**src/tprl_pkg.sv**
```systemverilog
`default_nettype none

package tprl_pkg;

   localparam int CLK_W     = 27;
   localparam int CLK2_W    = CLK_W + 1;
   localparam int PERIOD_W  = 32;
   localparam int TICKS_W   = 32;
   localparam int OUT_W     = 16;
   localparam int CSR_IDX_W = 2;

   // floor(clk / 1000000) as (clk * RECIP) >> MHZ_SHIFT, exact for clk < 2^28
   localparam int RECIP_W   = 29;
   localparam logic [RECIP_W-1:0] MHZ_RECIP = 29'd281474977;
   localparam int MHZ_SHIFT = 48;
   localparam int MHZ_W     = 9;

   localparam logic [CLK_W-1:0] CLOCK_HZ_RESET = 27'd48000000;

   localparam logic [CSR_IDX_W-1:0] CSR_BUS_CLOCK  = 2'd0;
   localparam logic [CSR_IDX_W-1:0] CSR_CORE_CLOCK = 2'd1;

   // compare-subtract steps done by each divider stage
   localparam int DIV_STEPS = 4;

   typedef struct packed {
      logic               bad;
      logic [TICKS_W-1:0] ticks;
   } tick_item_type;

endpackage

`default_nettype wire

```
**src/tprl_ticks.sv**
```systemverilog
`default_nettype none

module tprl_ticks (
   input  wire logic                           clock,
   input  wire logic                           reset,
   input  wire logic [tprl_pkg::CLK_W-1:0]     bus_clock_hz,
   input  wire logic [tprl_pkg::CLK_W-1:0]     core_clock_hz,
   input  wire logic                           in_valid,
   output logic                                in_ready,
   input  wire logic [tprl_pkg::PERIOD_W-1:0]  in_period,
   output logic                                out_valid,
   input  wire logic                           out_ready,
   output tprl_pkg::tick_item_type             out_item
);
   import tprl_pkg::*;

   localparam int PROD_W  = CLK2_W + RECIP_W;
   localparam int TFULL_W = PERIOD_W + MHZ_W;

   logic                  v1_ff;
   logic                  v2_ff;
   logic                  adv1;
   logic                  adv2;
   logic [CLK2_W-1:0]     clk_hz;
   logic [PROD_W-1:0]     clk_prod;
   logic [MHZ_W-1:0]      mhz_in;
   logic [MHZ_W-1:0]      mhz_ff;
   logic [PERIOD_W-1:0]   period_ff;
   logic [TFULL_W-1:0]    ticks_full;
   tick_item_type         item_in;
   tick_item_type         item_ff;

   assign adv2     = !v2_ff || out_ready;
   assign adv1     = !v1_ff || adv2;
   assign in_ready = adv1;

   // timer clock runs at twice the bus clock when bus and core differ
   always_comb begin
      if (bus_clock_hz != core_clock_hz) begin
         clk_hz = {bus_clock_hz, 1'b0};
      end else begin
         clk_hz = {1'b0, bus_clock_hz};
      end
      clk_prod = PROD_W'(clk_hz) * PROD_W'(MHZ_RECIP);
      mhz_in   = clk_prod[MHZ_SHIFT +: MHZ_W];
   end

   always_comb begin
      ticks_full    = TFULL_W'(period_ff) * TFULL_W'(mhz_ff);
      item_in.ticks = ticks_full[TICKS_W-1:0];
      item_in.bad   = (ticks_full[TFULL_W-1:TICKS_W] != '0) || (ticks_full == '0);
   end

   always_ff @(posedge clock) begin
      if (reset) begin
         v1_ff <= 1'b0;
         v2_ff <= 1'b0;
      end else begin
         if (adv1) begin
            v1_ff <= in_valid;
         end
         if (adv2) begin
            v2_ff <= v1_ff;
         end
      end
   end

   always_ff @(posedge clock) begin
      if (adv1) begin
         period_ff <= in_period;
         mhz_ff    <= mhz_in;
      end
      if (adv2) begin
         item_ff <= item_in;
      end
   end

   assign out_valid = v2_ff;
   assign out_item  = item_ff;

endmodule

`default_nettype wire

```
**config.mk**
```make
export PLATFORM = sky130hd
export DESIGN_NAME = tprl_ticks
export DESIGN_NICKNAME = d
export VERILOG_FILES = /design/src/tprl_pkg.sv /design/src/tprl_ticks.sv
export SDC_FILE = /design/constraint.sdc
export NUM_CORES = 2
export LEC_CHECK = 0
export CORE_MARGIN = 4
export CORE_UTILIZATION = 50
export DETAILED_ROUTE_END_ITERATION = 12
export DONT_BUFFER_PORTS = 1
export PLACE_DENSITY = 0.68
export SYNTH_ARGS = -nofsm -noshare
export SYNTH_HDL_FRONTEND = slang
export SYNTH_SLANG_ARGS = --single-unit
export TNS_END_PERCENT = 100
```
**constraint.sdc**
```tcl
create_clock -name clock -period 8.2 [get_ports clock]
set_input_delay 0.82 -clock clock [delete_from_list [all_inputs] [get_ports clock]]
set_output_delay 0.82 -clock clock [all_outputs]
set_load 0.02 [all_outputs]
```
## After elaboration in Yosys (flattened, before gate mapping)

Index checks and enable logic that the tools add are counted.

- $mul: 2
- Equal/unequal tests: 1
- Muxes and demuxes: 1
- Reduce and logical (&&, ||, !) cells: 7

Operators by type and width:

| cell | count |
|---|---|
| multiplier 28 x 29 -> 57 bit, second input constant | 1 |
| zero test 41 bit | 1 |
| multiplier 32 x 9 -> 41 bit | 1 |
| 2-to-1 mux 28 bit | 1 |
| inequality test 27 bit | 1 |
| nonzero test 9 bit | 1 |
| logical OR 1 bit | 3 |
| zero test 1 bit | 2 |

- Bits in registers: 76
- Bits of input ports: 90
- Output and inout bits: 35
- Word-level logic and storage cells: 17

## Depth between registers and ports, before layout

- Word-level depth: 3
- Mapped depth: 33
- Depth with buffers taken out: 31

## Worst setup path after synthesis

No wires, ideal clock.

- Path type: input to register
- Start: input port core_clock_hz[0] (netlist name)
- End: register mhz_ff[8], data pin
- Setup time: 0.258 ns
- Arrival time: 8.261 ns
- Required time: 7.942 ns
- Setup slack: -0.319 ns
- Cell stages on the path: 29
- Buffers on the path: 2
- Path through: xor2_1 -> nor4_1 -> nand2_1 -> or3_1 -> clkbuf_1 -> buf_1 -> mux2i_1 -> inv_1 -> fa_1 -> inv_1 -> fa_1 -> fa_1 -> fa_1 -> fa_1 -> fa_1 -> inv_1 -> fa_1 -> inv_1 -> ha_1 -> nand3_1 -> nor3_1 -> nand2_1 -> a2111oi_0 -> o21ai_0 -> a31oi_1 -> o21ai_0 -> a21boi_0 -> a31oi_1 -> xnor2_1

- Cells in the longest elaborated chain, start to end: 3

RTL lines:

| element | RTL line | source |
|---|---|---|
| from (decl) | tprl_ticks.sv:7 | `input wire logic [tprl_pkg::CLK_W-1:0] core_clock_hz,` |
| inequality test 27 bit | tprl_ticks.sv:39 | `if (bus_clock_hz != core_clock_hz) begin` |
| 2-to-1 mux 28 bit | tprl_ticks.sv:39 |  |
| multiplier 28 x 29 -> 57 bit | tprl_ticks.sv:44 | `clk_prod = PROD_W'(clk_hz) * PROD_W'(MHZ_RECIP);` |
| net clk_prod[56] | tprl_ticks.sv:25 | `logic [PROD_W-1:0] clk_prod;` |
| to (signal assigned) | tprl_ticks.sv:71 | `mhz_ff <= mhz_in;` |
| to (decl) | tprl_ticks.sv:27 | `logic [MHZ_W-1:0] mhz_ff;` |

The timed path passes the listed nets, and every way through them passes these cells.
A chain may end at the register's enable or synchronous reset.

## Worst setup path after layout

- Start: input port bus_clock_hz[14] (netlist name)
- End: register mhz_ff[2], data pin

- Cells in the longest elaborated chain, start to end: 3

RTL lines:

| element | RTL line | source |
|---|---|---|
| from (decl) | tprl_ticks.sv:6 | `input wire logic [tprl_pkg::CLK_W-1:0] bus_clock_hz,` |
| inequality test 27 bit | tprl_ticks.sv:39 |  |
| 2-to-1 mux 28 bit (*) | tprl_ticks.sv:39 |  |
| multiplier 28 x 29 -> 57 bit (*) | tprl_ticks.sv:44 |  |
| net clk_prod[50] | tprl_ticks.sv:25 |  |

Mark *: on every way through the listed nets, which the timed path passes. The rest lies on a longest branch.

==> impl_metrics.yaml <==
drt:
  drc: 0
  wl_um: 61700
  antenna_left: 0
  drt_iter0_markers: 917
  routed_via_density: 5.33
  routedWlPerCell_um: 19.1
  first_pass_iters: 7
  vias: 17200
sta:
  slew-limit-headroom: 0.132
  max_freq_mhz: 122
  rsz0062_at_grt: "true"
  hold_viol: 0
  maxSlewViolCount: 0
  finalCriticalPeriod_ns: 8.19
  clock_skew_ns: 0.00999
  fin_crit_sh: 0.999
  worst_slew_pin_slew_ns: 1.30
  setup_violations: 0
grt:
  grt_pass1_wl_um: 101000
  grt_max_degree: 43
  antenna_found_initial: 2
  gr-total-overflow: 0
  gr-usage-all-layers: 0.254
  grt_pass1_vias: 18900
critical_path:
  cp_slowest_cell: "fa_1"
  critPathMaxStageDelay_ns: 0.56
  timing.rr.start: "mhz_ff[0]"
  cp-startpoint: "bus_clock_hz[14]"
  critPathMaxFanout: 4
  worstPathRequired_ns: 8.32
  endpoint_kind: "flip-flop"
  start_kind: "input pin"
  path_class: "in -> reg"
  crit_top_cell: "fa_1"
  cp.arrival_ns: 8.31
job:
  maxCapViolCount: 0
cells_and_area:
  layout.cells.non_filler: 3223
  n_antenna_cell: 0
  syn_to_final_growth_pct: 13.0
  final_area_sq_um: 26700
  final_nets: 3511
  drive_above_1_share: 0.140
clock_network:
  cts_max_level: 3
  cts_tree: "done"
  clk_pin_slew_ns: 0.07
  root_buffer: "clkbuf_16"
  cts.sinks: 76
  worstSkewPairLatency_ns: 0.37
  cts_made_buffers: 9
  clock_path_buffers: 2
place:
  place_hpwl_um: 54200
  place.gp.congestion: 0.937
  io_buffers: 0
  place_area_sq_um: 25800
  post-place-cells: 3193
logic_synthesis:
  synth.top_cell.area_share: 0.398
  yosysTopAreaCell: "fa_1"
  synth.avg_cell_area_sq_um: 9.68
  ys.flop_type: "edfxtp_1"
  synth_area_leaders: "fa_1 (40%), ha_1 (18%), inv_1 (11%)"
  synth-seq-cells: 76
  syn-cell-area_sq_um: 23700
  ys_warn_count: 0
  synth-edff-count: 74
  async_flop_share: 0
  synth.yosys.seq_area_share: 0.0956
  synth.distinct_cells: 69
  synthCells: 2445
  synth_nets: 3345
hold_path:
  hp-start: "reset"
  hold_path.class: "in -> reg"
floorplanning:
  die-area_sq_um: 50900
  ioPinCount: 125
  rows: 79
  fp.dieH_um: 226
  start_util: 0.507
  die_x_um: 226
  core-area_sq_um: 46700
status:
  status: "finished clean"
sequential cells by signal (all words and copies together), names as in the netlist:
register   count
out_item      33
period_ff     32
mhz_ff         9
out_valid      1
v1_ff          1
logic make-up (layout without fill, tap and decap cells):
| logic type | count (synthesis) | in the layout | synth area share |
|---|---|---|---|
| simple gates | 492 | 492 | 0.105 |
| buf+inv | 744 | 915 | 0.118 |
| mux | 31 | 31 | 0.0143 |
| xor+xnor | 60 | 60 | 0.0222 |
| fa+ha+maj | 810 | 810 | 0.578 |
| compound gates | 232 | 232 | 0.0668 |
| flops | 76 | 76 | 0.0956 |
layout by cell type, fill, tap and decap left out, drive strengths merged, types with 31 or more instances in the layout:
master / n
a21o: 31
ha: 339
nor2: 51
edfxtp: 74
xor2: 40
o21ai: 35
inv: 685
nand2: 186
fa: 471
buf: 219
a21oi: 58
and2: 146
cells in the mapped netlist (all sizes together) (15+ instances only):
library cell  instances
ha                  339
and2                146
nor3                 15
clkbuf               55
o21a                 15
mux2                 23
nor2                 51
nand2               186
a211oi               21
edfxtp               74
nand4                17
nor4                 15
inv                 679
a21o                 31
fa                  471
nand3                20
xor2                 40
o21ai                35
xnor2                20
a21oi                58
metrics by stage:
step	util	worst slack [ns]	hold slack (ns)	TNS, ns
finish	0.573	0.00657	0.519	0
global placement	0.552	-0.682	0.494	-4.45
detailed placement	0.552	-0.916	0.543	-6.51
global route	0.573	-0.261	0.508	-1.30
floorplan	-	-0.0275	0.463	-0.0275
CTS	0.562	-0.0268	0.502	-0.0505
critical path: cells and delay by family:
kind            cells  cell delay (ns)
compound gates      8             1.80
mux                 1             0.33
simple gates        3             0.91
fa+ha+maj           8             3.51
xor+xnor            2             0.20
buf+inv             9             0.69
metal layers:
layer  track usage  up-vias  wire length, um
li1              -     7888                -
met1         0.336     8742            25800
met2         0.433      453            30200
met3        0.0396      109             3620
met4        0.0777        2             2110
met5             0        -               13
what timing repair did:
item                       CTS  global route
cloned                       0             1
pin swaps                   22            53
gates resized for setup     25            92
setup buffers                5            11
setup endpoints to repair    9             9
hold buffers                 0             0
final cells by class:
cell class	count	area [sq um]
clock buffer	9	225
clock inverter	7	85.1
fill	4014	19900
inverter	679	2550
multi-input combinational	1625	19100
sequential	76	2260
tap	607	759
timing repair buffer	220	1730
final timing paths:
kind	endpoint	slack (ns)	depth (start not counted)
setup / recovery	mhz_ff[2]	0.007	31
hold / removal	out_valid	0.52	1
hold reg to reg	out_valid	0.55	2
setup reg to reg	out_item[32]	1.12	19
Power is left out: the tool's default activity adds up to more than one toggle a clock period on the data nets, which glitch-free logic cannot reach.
