**src/tprl_div.sv**
```systemverilog
`default_nettype none

module tprl_div #(
   parameter int NUM_W  = 32,
   parameter int DEN_W  = 16,
   parameter int SIDE_W = 1,
   parameter int STEPS  = 4
) (
   input  wire logic              clock,
   input  wire logic              reset,
   input  wire logic              in_valid,
   output logic                   in_ready,
   input  wire logic [NUM_W-1:0]  in_num,
   input  wire logic [DEN_W-1:0]  in_den,
   input  wire logic [SIDE_W-1:0] in_side,
   output logic                   out_valid,
   input  wire logic              out_ready,
   output logic [NUM_W-1:0]       out_quo,
   output logic [SIDE_W-1:0]      out_side
);

   localparam int STAGES = (NUM_W + STEPS - 1) / STEPS;

   logic              v_ff    [STAGES];
   logic [DEN_W-1:0]  rem_ff  [STAGES];
   logic [NUM_W-1:0]  num_ff  [STAGES];
   logic [DEN_W-1:0]  den_ff  [STAGES];
   logic [SIDE_W-1:0] side_ff [STAGES];
   logic [STAGES:0]   adv;

   assign adv[STAGES] = out_ready;
   assign in_ready    = adv[0];

   for (genvar s = 0; s < STAGES; s++) begin : g_stage
      logic              v_src;
      logic [DEN_W-1:0]  rem_src;
      logic [NUM_W-1:0]  num_src;
      logic [DEN_W-1:0]  den_src;
      logic [SIDE_W-1:0] side_src;
      logic [DEN_W-1:0]  rem_in;
      logic [NUM_W-1:0]  num_in;

      if (s == 0) begin : g_first
         assign v_src    = in_valid;
         assign rem_src  = '0;
         assign num_src  = in_num;
         assign den_src  = in_den;
         assign side_src = in_side;
      end else begin : g_next
         assign v_src    = v_ff[s-1];
         assign rem_src  = rem_ff[s-1];
         assign num_src  = num_ff[s-1];
         assign den_src  = den_ff[s-1];
         assign side_src = side_ff[s-1];
      end

      assign adv[s] = !v_ff[s] || adv[s+1];

      // each step shifts one numerator bit into the remainder, quotient bits fill from the bottom
      always_comb begin
         logic [DEN_W:0] trial;
         rem_in = rem_src;
         num_in = num_src;
         trial  = '0;
         for (int k = 0; k < STEPS; k++) begin
            if (s * STEPS + k < NUM_W) begin
               trial  = {rem_in, num_in[NUM_W-1]};
               num_in = {num_in[NUM_W-2:0], 1'b0};
               if (trial >= {1'b0, den_src}) begin
                  trial     = trial - {1'b0, den_src};
                  num_in[0] = 1'b1;
               end
               rem_in = trial[DEN_W-1:0];
            end
         end
      end

      always_ff @(posedge clock) begin
         if (reset) begin
            v_ff[s] <= 1'b0;
         end else if (adv[s]) begin
            v_ff[s] <= v_src;
         end
      end

      always_ff @(posedge clock) begin
         if (adv[s]) begin
            rem_ff[s]  <= rem_in;
            num_ff[s]  <= num_in;
            den_ff[s]  <= den_src;
            side_ff[s] <= side_src;
         end
      end
   end

   assign out_valid = v_ff[STAGES-1];
   assign out_quo   = num_ff[STAGES-1];
   assign out_side  = side_ff[STAGES-1];

   a_rem_below_den: assert property (@(posedge clock) disable iff (reset)
      (v_ff[STAGES-1] && (den_ff[STAGES-1] != '0)) |-> (rem_ff[STAGES-1] < den_ff[STAGES-1]))
      else $error("divider remainder not below divisor");

   a_enter_first: assert property (@(posedge clock) disable iff (reset)
      (in_valid && in_ready) |=> v_ff[0])
      else $error("accepted request missing from first divider stage");

   a_stall_full: assert property (@(posedge clock) disable iff (reset)
      !in_ready |-> (out_valid && !out_ready))
      else $error("divider stalls input while output is free");

endmodule

`default_nettype wire

```
**config.mk**
```make
export PLATFORM = sky130hd
export DESIGN_NAME = tprl_div
export DESIGN_NICKNAME = d
export VERILOG_FILES = /design/src/tprl_div.sv
export SDC_FILE = /design/constraint.sdc
export NUM_CORES = 2
export LEC_CHECK = 0
export BUFFER_PORTS_ARGS = -buffer_cell sky130_fd_sc_hd__buf_2
export CAP_MARGIN = 20
export CORE_MARGIN = 2
export CORE_UTILIZATION = 34
export CTS_BUF_LIST = sky130_fd_sc_hd__clkbuf_4 sky130_fd_sc_hd__clkbuf_8 sky130_fd_sc_hd__clkbuf_16
export DETAILED_ROUTE_END_ITERATION = 7
export PLACE_DENSITY = 0.49
export SLEW_MARGIN = 20
export SYNTH_ARGS = -nofsm -noshare
export SYNTH_HDL_FRONTEND = slang
export SYNTH_SLANG_ARGS = --single-unit
```
**constraint.sdc**
```tcl
create_clock -name clock -period 13.3 [get_ports clock]
set_clock_uncertainty 0.05 [all_clocks]
set_input_delay 1.995 -clock clock [delete_from_list [all_inputs] [get_ports clock]]
set_output_delay 1.995 -clock clock [all_outputs]
set_load 0.05 [all_outputs]
```
# == Word level (Yosys, flattened, before mapping) ==
# Memories as Yosys holds them, arrays and structs flattened.
# Cells that the tools add are included.
# op_classes
addsub,32
magnitude_cmp,32
mux,106
bitwise_logic,8
reduce_logical,16
# op_table
operator,n
17-bit by 16-bit greater-or-equal comparator with 1-bit output,31
16-bit two-way mux,32
16-bit subtractor,31
1-bit two-way mux,74
1-bit by 16-bit greater-or-equal comparator with 1-bit output,1
1-bit by 16-bit subtractor with 16-bit output,1
1-bit zero test,8
1-bit logical OR,8
1-bit bitwise OR,8
# totals
ff_bits,0
mem_bits_rw,528
input_bits,53
output_inout_bits,35
wordCells,199
mem_count,5
# memory_table
memory,depth,word_bits,read_ports,rd_ports_with_merged_regs,wr,line,source
num_ff,8,32,8,0,8,26,logic [NUM_W-1:0] num_ff [STAGES];
den_ff,8,16,7,0,8,27,logic [DEN_W-1:0] den_ff [STAGES];
rem_ff,8,16,7,0,8,25,logic [DEN_W-1:0] rem_ff [STAGES];
side_ff,8,1,8,0,8,28,logic [SIDE_W-1:0] side_ff [STAGES];
v_ff,8,1,8,0,8,24,logic v_ff [STAGES];

# == Longest topological paths before layout ==
# An unclocked memory read counts as a cell.
# logic_depth
depth_word,14
ltp_mapped,52
depth_no_buf,47

# == Least setup slack after synthesis ==
# OpenSTA, ideal clock, no wires.
# synth_path
path_kind,input port to flip-flop
start,input port in_den[1]
end,memory rem_ff[0][12] (data pin)
setup_ns,0.262
arrival_ns,10.956
required_ns,12.988
setup_slack_ns,2.032
path_stages,43
path_buffers,5
path_cell_list,clkinv_1 > ha_1 > clkbuf_1 > a21oi_1 > nor2_1 > mux2i_1 > ha_1 > nor2b_1 > o21ai_0 > a21oi_1 > o31ai_1 > a211oi_1 > o21ai_1 > nand2_1 > clkbuf_1 > a21oi_1 > ha_1 > nor2b_1 > [... 7 more ...] > buf_2 > buf_4 > nor2_1 > a21oi_1 > inv_1 > ha_1 > nor2b_1 > o21ai_0 > nand2b_1 > a2111oi_0 > o311ai_0 > o211ai_1 > o21ai_1 > o21a_1 > o21ai_0 > nand3_2 > buf_4 > mux2_1
# synth_lines
item,line,source
"start, declared",14,"input wire logic [DEN_W-1:0] in_den,"
"end, declared",25,

==> reports/qor.yml <==
status:
  outcome: "finished, final reports clean"
yosys:
  synth_xor_area_share_pct: 7.26
  synth_nets: 4927
  avgSynthCellArea_um2: 9.85
  yosysSeqAreaShare_pct: 34.8
  synth_fa_ha_area_share_pct: 16.0
  synth-compound-area-share_pct: 18.7
  ys_ff_latch: 496
  synth_area_mm2: 0.0428
  synth_top_family_by_area: "compound AO/OA/AOI/OAI gates"
  netlist_top_cells_area: "edfxtp_1, ha_1, mux2_2"
  syn_inst: 4346
  async_flop_share_pct: 0
  synth_edf_count: 496
  synthSimpleGateAreaFrac_pct: 12.7
  synth_cell_types: 102
  synth_top_flop_cell: "edfxtp_1"
  synth_top_area_cell: "edfxtp_1"
  synth_mux_area_share_pct: 7.03
  yosys_warnings: 0
  yosys.area.top_type_share_pct: 34.8
sta:
  min_period_over_period_pct: 92.2
  tightest_slew_ns: 0.981
  hold_viol_final: 0
  rsz0062_at_grt: "false"
  fin_crit_ns: 12.27
  report.final.setup_viol: 0
  relSlewSlack_pct: 34.6
  slew_violations: 0
  fin_tns_setup_ns: 0
  fmax_mhz: 81.5
drt:
  drtPass1Iterations: 6
  wl_per_cell_um: 19.6
  drc: 0
  wl_um: 121000
  drtIter0Drc: 2370
  ant_nets: 0
  via_per_inst: 5.34
  vias: 32900
placement:
  post-dp-hpwl_um: 95500
  gp_congestion: 0.899
  dp_cells: 6049
  port_buffers: 87
die:
  chipHeight_um: 359
  rows: 130
  core-area_mm2: 0.125
  initial_core_util_pct: 34.2
  die_w_um: 359
  pin_count: 88
  die-area_mm2: 0.129
cts:
  clk_pin_slew_ns: 0.06
  root_buffer: "clkbuf_16"
  ctsHtreeMaxLevel: 2
  cts_buffer_depth: 3
  cts_tree: "done"
  cts_buffers: 61
  worst_skew_pair.late_latency_ns: 0.66
  cts_sinks: 496
finish:
  drive_above_1_share_pct: 11.9
  syn2layout_area_growth_pct: 10.6
  fin_nets: 5044
  instances_no_fill: 6164
run:
  maxCapViolCount: 0
min_path:
  worst_hold_path_type: "reg -> reg"
  hold_start: "num_ff[1][35]"
global_route:
  grt_max_degree: 60
  grt_pass1_wl_um: 186000
  grt_usage_pct: 18.3
  grt_pass1_vias: 31800
  antenna_found_initial: 0
  grt-ovfl-total: 0
worst_setup_path:
  critPathMaxFanout: 17
  critPathCaptureType: "flip-flop"
  ff2ff_setup_slack_ns: 1.14
  cpMostUsedCell: "a21oi_1"
  cp_slowest_stage_delay_ns: 0.70
  startpoint: "in_den[9]"
  critPathKind: "in -> reg"
  crit_required_ns: 13.66
  r2r_start: "den_ff[5][1]"
  cp_slowest_cell: "a2111oi_1"
  critPathLaunchType: "primary input"
  cp.arrival_ns: 12.63
[critical path, delay by kind of cell]
family | cells | cell delay (ns)
buffers and inverters | 3 | 0.40
multiplexers | 2 | 0.85
adder cells (fa/ha/maj) | 3 | 0.93
AND/OR/NAND/NOR | 10 | 2.89
AO/OA/AOI/OAI | 21 | 5.53
[metrics by stage]
stage	setup slack [ns]	hold WS [ns]	cell area, um2	utilization (%)
floorplan	2.03	0.350	42800	-
global route	0.107	0.360	47400	37.8
CTS	1.04	0.355	47400	37.8
detailed placement	0.365	0.355	45300	36.1
finish	1.03	0.359	47400	37.8
global placement	0.387	0.351	45300	36.1
[repair_timing]
action | CTS | global route
setup endpoints to repair | 0 | 29
setup buffers | 0 | 0
hold buffers | 0 | 0
resized for setup | 0 | 2
endpoints found under the hold margin | 0 | 0
[layer usage]
layer,up-vias,wire (um),GRT usage [%]
met5,-,0,0
met1,15600,57900,25.4
met4,0,3670,5.42
met2,617,54400,29.8
met3,146,4660,2.15
li1,16600,-,-
[cell usage in the layout, fill, tap and decap left out, types with 19 or more instances in the layout]
cell / count
ha_1: 498
edfxtp_1: 496
a21oi_1: 356
inv_1: 295
o21ai_0: 268
nor2_1: 265
nand2_1: 260
xnor2_1: 242
mux2_2: 202
a21o_1: 159
xor2_1: 113
buf_2: 87
nand4_1: 84
o21a_1: 78
nor3_1: 76
nand3_1: 76
nor2b_1: 71
clkbuf_16: 61
a211oi_1: 54
nand2b_1: 53
mux2i_1: 41
buf_4: 39
o21bai_1: 36
and3_1: 33
a31oi_1: 32
fa_1: 30
and2_1: 26
nor4_1: 24
or3_1: 23
or2_2: 23
o31ai_1: 22
a22oi_1: 22
nand3b_1: 19
[layout make-up]
type / instances / area (um2)
antenna: 1 / 2.50
clock buffer: 68 / 1580
clock inverter: 45 / 505
fill: 12500 / 77900
inverter: 309 / 1170
multi-input combinational: 3468 / 26400
sequential: 496 / 14900
tap: 1650 / 2060
timing repair buffer: 127 / 739
[synth_stat cells, types with 16 or more instances]
cell / count
a211oi_1: 54
a21o_1: 159
a21oi_1: 356
a22oi_1: 22
a31oi_1: 33
and2_1: 26
and3_1: 33
buf_2: 19
clkbuf_1: 36
edfxtp_1: 496
fa_1: 30
ha_1: 498
inv_1: 301
mux2_2: 202
mux2_4: 18
mux2i_1: 41
nand2_1: 262
nand2b_1: 53
nand3_1: 76
nand3b_1: 19
nand4_1: 84
nor2_1: 265
nor2b_1: 71
nor3_1: 76
nor4_1: 24
o211ai_1: 16
o21a_1: 78
o21ai_0: 268
o21ai_1: 18
o21bai_1: 36
o31a_1: 18
o31ai_1: 22
or2_2: 23
or3_1: 23
xnor2_1: 242
xor2_1: 113
[kinds of logic (layout without fill, tap and decap cells)]
group / after synthesis / in the layout
XOR/XNOR: 355 / 355
flip-flops: 496 / 496
AND/OR/NAND/NOR: 1082 / 1082
other: 0 / 1
adder cells (fa/ha/maj): 528 / 528
buffers and inverters: 382 / 549
AO/OA/AOI/OAI: 1238 / 1238
multiplexers: 265 / 265
[sequential cells by signal (all words and copies together) (netlist names)]
signal / cells
side_ff: 8
den_ff: 112
v_ff: 8
num_ff: 256
rem_ff: 112
[path summary, 6_finish.rpt]
| kind | to | depth (start not counted) |
|---|---|---|
| worst min-delay path | num_ff[1][71] | 0 |
| worst max-delay path | rem_ff[0][12] | 39 |
| worst min register to register | num_ff[1][71] | 0 |
| worst max register to register | rem_ff[6][5] | 44 |
Power is not shown: default switching activity piles up to over one toggle a cycle in this logic, so the estimate is an artifact.
